### config.mk
export PLATFORM = sky130hd
export DESIGN_NAME = hpt_div
export DESIGN_NICKNAME = d
export VERILOG_FILES = /design/src/hpt_pkg.sv /design/src/hpt_div.sv
export SDC_FILE = /design/constraint.sdc
export NUM_CORES = 2
export LEC_CHECK = 0
export BUFFER_PORTS_ARGS = -buffer_cell sky130_fd_sc_hd__buf_4
export CAP_MARGIN = 20
export CORE_UTILIZATION = 64
export DETAILED_ROUTE_END_ITERATION = 16
export PLACE_DENSITY = 0.78
export SYNTH_ARGS = -nofsm -noshare
export SYNTH_HDL_FRONTEND = slang
export SYNTH_SLANG_ARGS = --single-unit
### constraint.sdc
create_clock -name clk -period 8.9 [get_ports clk]
set_clock_uncertainty 0.05 [all_clocks]
set_input_delay 0.89 -clock clk [delete_from_list [all_inputs] [get_ports clk]]
set_output_delay 0.89 -clock clk [all_outputs]
set_load 0.02 [all_outputs]
### src/hpt_pkg.sv
`timescale 1ns / 1ps
`default_nettype none
package hpt_pkg;

	// Width of every coordinate and matrix element.
	localparam int unsigned DATA_W = 32;
	localparam int unsigned REG_W  = 64;
	localparam int unsigned IDX_W  = 3;

	// Configuration register indexes.
	localparam logic [IDX_W-1:0] REG_ROW0_COLS01 = 3'd0;
	localparam logic [IDX_W-1:0] REG_ROW0_COLS23 = 3'd1;
	localparam logic [IDX_W-1:0] REG_ROW1_COLS01 = 3'd2;
	localparam logic [IDX_W-1:0] REG_ROW1_COLS23 = 3'd3;
	localparam logic [IDX_W-1:0] REG_ROW2_COLS01 = 3'd4;
	localparam logic [IDX_W-1:0] REG_ROW2_COLS23 = 3'd5;
	localparam logic [IDX_W-1:0] REG_ROW3_COLS01 = 3'd6;
	localparam logic [IDX_W-1:0] REG_ROW3_COLS23 = 3'd7;

	// Input mode codes.
	localparam logic ACT_PROJECT     = 1'b0;
	localparam logic ACT_HOMOGENEOUS = 1'b1;

	localparam logic signed [DATA_W-1:0] Q_MAX = 32'sh7FFF_FFFF;
	localparam logic signed [DATA_W-1:0] Q_MIN = 32'sh8000_0000;

	// Stage counts of the datapath.
	localparam int unsigned MAC_LAT = 3;
	localparam int unsigned QUO_W   = 31;
	localparam int unsigned DIV_LAT = QUO_W + 2;

	// Data that rides beside the dividers.
	typedef struct packed {
		logic                      action;
		logic signed [DATA_W-1:0] sum_x;
		logic signed [DATA_W-1:0] sum_y;
		logic signed [DATA_W-1:0] sum_z;
		logic signed [DATA_W-1:0] sum_w;
	} side_t;

endpackage
`default_nettype wire

### src/hpt_div.sv
`timescale 1ns / 1ps
`default_nettype none
module hpt_div #(
	parameter int unsigned FRAC_BITS = 16
) (
	input  wire                                   clk,
	input  wire                                   ce,
	input  wire  signed [hpt_pkg::DATA_W-1:0]     num,
	input  wire  signed [hpt_pkg::DATA_W-1:0]     den,
	output logic signed [hpt_pkg::DATA_W-1:0]     quo
);

	localparam int unsigned DW = hpt_pkg::DATA_W;
	localparam int unsigned QW = hpt_pkg::QUO_W;
	localparam int unsigned NW = DW + FRAC_BITS + 1;
	localparam int unsigned CW = DW + QW;

	logic [DW-1:0] n_mag, d_mag;
	logic [NW-1:0] n_ext;

	logic [NW-1:0] rem_s [QW+1];
	logic [QW-1:0] q_s   [QW+1];
	logic [DW-1:0] ud_s  [QW+1];
	logic          neg_s [QW+1];
	logic          ovf_s [QW+1];
	logic [DW-1:0] qmag;

	// Setup stage: magnitudes, rounded numerator, overflow check.
	assign n_mag = num[DW-1] ? DW'(-num) : DW'(num);
	assign d_mag = den[DW-1] ? DW'(-den) : DW'(den);
	assign n_ext = (NW'(n_mag) << FRAC_BITS) + NW'(d_mag >> 1);

	always_ff @(posedge clk) begin
		if (ce) begin
			rem_s[0] <= n_ext;
			q_s[0]   <= '0;
			ud_s[0]  <= d_mag;
			neg_s[0] <= num[DW-1] ^ den[DW-1];
			ovf_s[0] <= CW'(n_ext) >= (CW'(d_mag) << QW);
		end
	end

	// One quotient bit per stage, most significant first.
	for (genvar i = 0; i < QW; i++) begin : g_bit
		localparam int unsigned K = QW - 1 - i;
		logic [CW-1:0] trial;
		logic          fits;
		assign trial = CW'(ud_s[i]) << K;
		assign fits  = CW'(rem_s[i]) >= trial;
		always_ff @(posedge clk) begin
			if (ce) begin
				rem_s[i+1] <= fits ? NW'(CW'(rem_s[i]) - trial) : rem_s[i];
				q_s[i+1]   <= q_s[i] | (QW'(fits) << K);
				ud_s[i+1]  <= ud_s[i];
				neg_s[i+1] <= neg_s[i];
				ovf_s[i+1] <= ovf_s[i];
			end
		end
	end

	// Final stage: clamp, apply the sign, saturate.
	assign qmag = ovf_s[QW] ? {1'b1, {(DW-1){1'b0}}} : {1'b0, q_s[QW]};
	always_ff @(posedge clk) begin
		if (ce) begin
			if (neg_s[QW]) begin
				quo <= -$signed(qmag);
			end else if (qmag[DW-1]) begin
				quo <= hpt_pkg::Q_MAX;
			end else begin
				quo <= $signed(qmag);
			end
		end
	end

endmodule
`default_nettype wire

==> flow_summary.ini <==
[outcome]
status = completed

[logic_synthesis]
syn-cell-area_um2 = 147000
synth_xor_area_share_pct = 5.41
postSynthAreaPerCell_um2 = 11.6
ys_seq_elements = 2727
synth_compound_area_share_pct = 13.1
synth_fa_ha_area_share_pct = 8.42
yosys_warnings = 0
yosysSeqAreaShare_pct = 55.8
ys.flop_type = edfxtp_1
synth_top_family_by_area = compound AO/OA/AOI/OAI gates
synthCells = 12600
synth-async-reset-ratio_pct = 0
muxShareOfSynthArea_pct = 2.96
synth-simple-area-share_pct = 10.6
synthDistinctLibCells = 95
synth_edf_count = 2727

[clocking]
clk_latency_ns = 0.96
cts_max_level = 5
cts_sinks = 2727
cts_setup_buffers = 0
cts_tree = done
cts_hold_buf = 0
path_clk_slew_ns = 0.07
cts_root_buf = clkbuf_16
post_cts_resized = 0
numCtsBuffers = 301
clockBufferDepth = 4

[grt]
grt_overflow = 0
grt_usage_pct = 32.1
antenna_found_initial = 30
grt_max_degree = 198
grt_pass1_vias = 97100
grt_pass1_wl_mm = 571

[detailed_routing]
first_iter_violations = 11500
vias = 102000
viasPerCell = 6.37
drt_first_pass_iters = 8
drt-total-wl_mm = 377
wl_per_cell_um = 23.5
drtAntennaViolNets = 0
drc = 0

[setup_path]
critPathMaxFanout = 10
crit_slowest_cell = or4_4
critPathRequiredTime_ns = 9.58
path_class = primary input to flip-flop
cp_slowest_stage_delay_ns = 0.62
worst_setup_path_start_kind = primary input
critPathArrivalTime_ns = 7.81
endpoint_kind = flip-flop

[die]
die_w_um = 481
dieArea_um2 = 231000
rows = 175
io_pins = 98
die_y_um = 481
start_util_pct = 64.5
core-area_um2 = 227000

[placement]
dp_hpwl_mm = 279
routabilityCongestion = 0.987
dpl.cell_count = 15500
portBuffers = 97

[cells_and_area]
drive_gt1_share_pct = 8.07
final_cell_count_no_fill = 16000
fillerInstances = 15800
multi_input_area_um2 = 59500
area_growth_pct = 9.22
ff_latch_area_um2 = 81900
nets = 13800

[worst_hold_path]
hp-class = primary input to flip-flop

[timing]
tns_ns = 0
finalCriticalPeriod_ns = 7.14
drv_slew = 0
setup_viol = 0
fmax_ghz = 0.140
max-slew-margin-rel_pct = 8.70
worst_pin_slew_ns = 1.37
rsz0062_at_grt = false
min_period_over_period_pct = 80.2
hold_viol = 0

[power_and_ir_drop]
p_per_area_nw_per_um2 = 283
power_leakage_nw = 63.3
ir_drop_mv = 0.183

[job]
max-cap-violations = 0
-- flip-flops by register name, summed over array words and instances, names as in the netlist --
register  cells
neg_s        32
ovf_s        32
q_s         496
quo          32
rem_s      1328
ud_s        807
-- cells in the mapped netlist (90+ instances only) --
| cell type | n | share of area (%) |
|---|---|---|
| a21oi_1 | 918 | 3.1 |
| inv_1 | 1169 | 3.0 |
| nor2_1 | 760 | 1.9 |
| nor2b_1 | 146 | 0.62 |
| o21ai_0 | 753 | 2.6 |
| nand3_1 | 207 | 0.71 |
| mux2_2 | 347 | 2.7 |
| nor4_1 | 179 | 0.76 |
| clkbuf_1 | 231 | 0.59 |
| edfxtp_1 | 2727 | 56 |
| nand2b_1 | 129 | 0.55 |
| o21bai_1 | 93 | 0.48 |
| a21o_1 | 416 | 2.1 |
| nand2_1 | 793 | 2.0 |
| nand4_1 | 172 | 0.73 |
| nor3_1 | 220 | 0.75 |
| xor2_1 | 383 | 2.3 |
| o31ai_1 | 94 | 0.48 |
| and3_1 | 90 | 0.38 |
| o21a_1 | 149 | 0.76 |
| ha_1 | 936 | 8.0 |
| xnor2_1 | 523 | 3.1 |
| or3_1 | 93 | 0.40 |
-- where the power goes --
part | internal (mW) | switching [mW] | leakage (nW)
Sequential | 17.0 | 1.63 | 26.5
Combinational | 6.17 | 8.57 | 32.3
Clock | 6.84 | 5.04 | 4.49
-- logic make-up after synthesis --
group	Yosys count
adders and majority gates	969
other	1
and+or+nand+nor	3114
AOI/OAI and AO/OA	3058
xor gates and xnor gates	906
buffers and inverters	1439
DFF	2727
muxes	390
-- metrics by stage --
stage / setup WS (ns) / power, mW / hold WS, ns / cell area (um2) / util, %
final: 1.76 / 45.3 / 0.170 / 160000 / 70.4
after global placement: 1.13 / 32.7 / 0.351 / 151000 / 66.3
after detailed placement: 0.999 / 33.1 / 0.355 / 151000 / 66.3
after CTS: 1.89 / 45.1 / 0.127 / 160000 / 70.4
after floorplan: 2.16 / 28.9 / 0.350 / 147000 / -
after global routing: 1.29 / 47.5 / 0.137 / 160000 / 70.4
-- cells in the final DEF, fill, tap and decap left out, types with 90 or more instances in the layout --
cell type,synthesis,routed
a21oi_1,918,915
xor2_1,383,383
nand4_1,172,172
o21ai_0,753,753
inv_1,1169,1168
o31ai_1,94,92
buf_4,0,144
nor2b_1,146,146
and3_1,90,90
o21a_1,149,149
ha_1,936,936
a21o_1,416,414
xnor2_1,523,523
clkbuf_16,0,307
mux2_2,347,347
o21bai_1,93,93
nor3_1,220,219
nand2_1,793,793
nor4_1,179,177
or3_1,93,93
nand3_1,207,207
nor2_1,760,760
edfxtp_1,2727,2727
nand2b_1,129,129
-- worst max-delay path, delay by kind of cell --
kind	cells	cell delay (ns)
adders and majority gates	4	1.36
AOI/OAI and AO/OA	11	2.29
xor gates and xnor gates	2	0.38
and+or+nand+nor	8	2.68
buffers and inverters	2	0.20
-- routing by layer --
layer / wire length (um) / track usage, % / vias to the layer above
met5: 104 / 0 / -
met4: 12400 / 10.2 / 16
met3: 34800 / 6.68 / 746
met2: 164000 / 47.8 / 4559
met1: 165000 / 47.1 / 49600
li1: - / - / 47200
-- worst paths after layout --
path,cells past startpoint,slack (ns),start,end
max reg2reg,13,3.55,ud_s[11][0]$_DFFE_PP_,rem_s[3][24]$_DFFE_PP_
max,27,1.76,den[0],ovf_s[0]$_DFFE_PP_
min reg2reg,0,0.34,q_s[14][4]$_DFFE_PP_,q_s[14][35]$_DFFE_PP_
min,1,0.17,den[0],ud_s[0][0]$_DFFE_PP_
-- final cells by class --
cell class / count / area share [%]
multi-input cells: 8439 / 37.1
well taps: 3009 / 2.35
clock buffers: 355 / 4.91
repair buffers: 163 / 0.895
inverters: 1172 / 2.75
clock inverters: 163 / 0.834
diodes: 6 / 0.00937
flip-flops and latches: 2727 / 51.1
(Power assumes the default switching activity.)
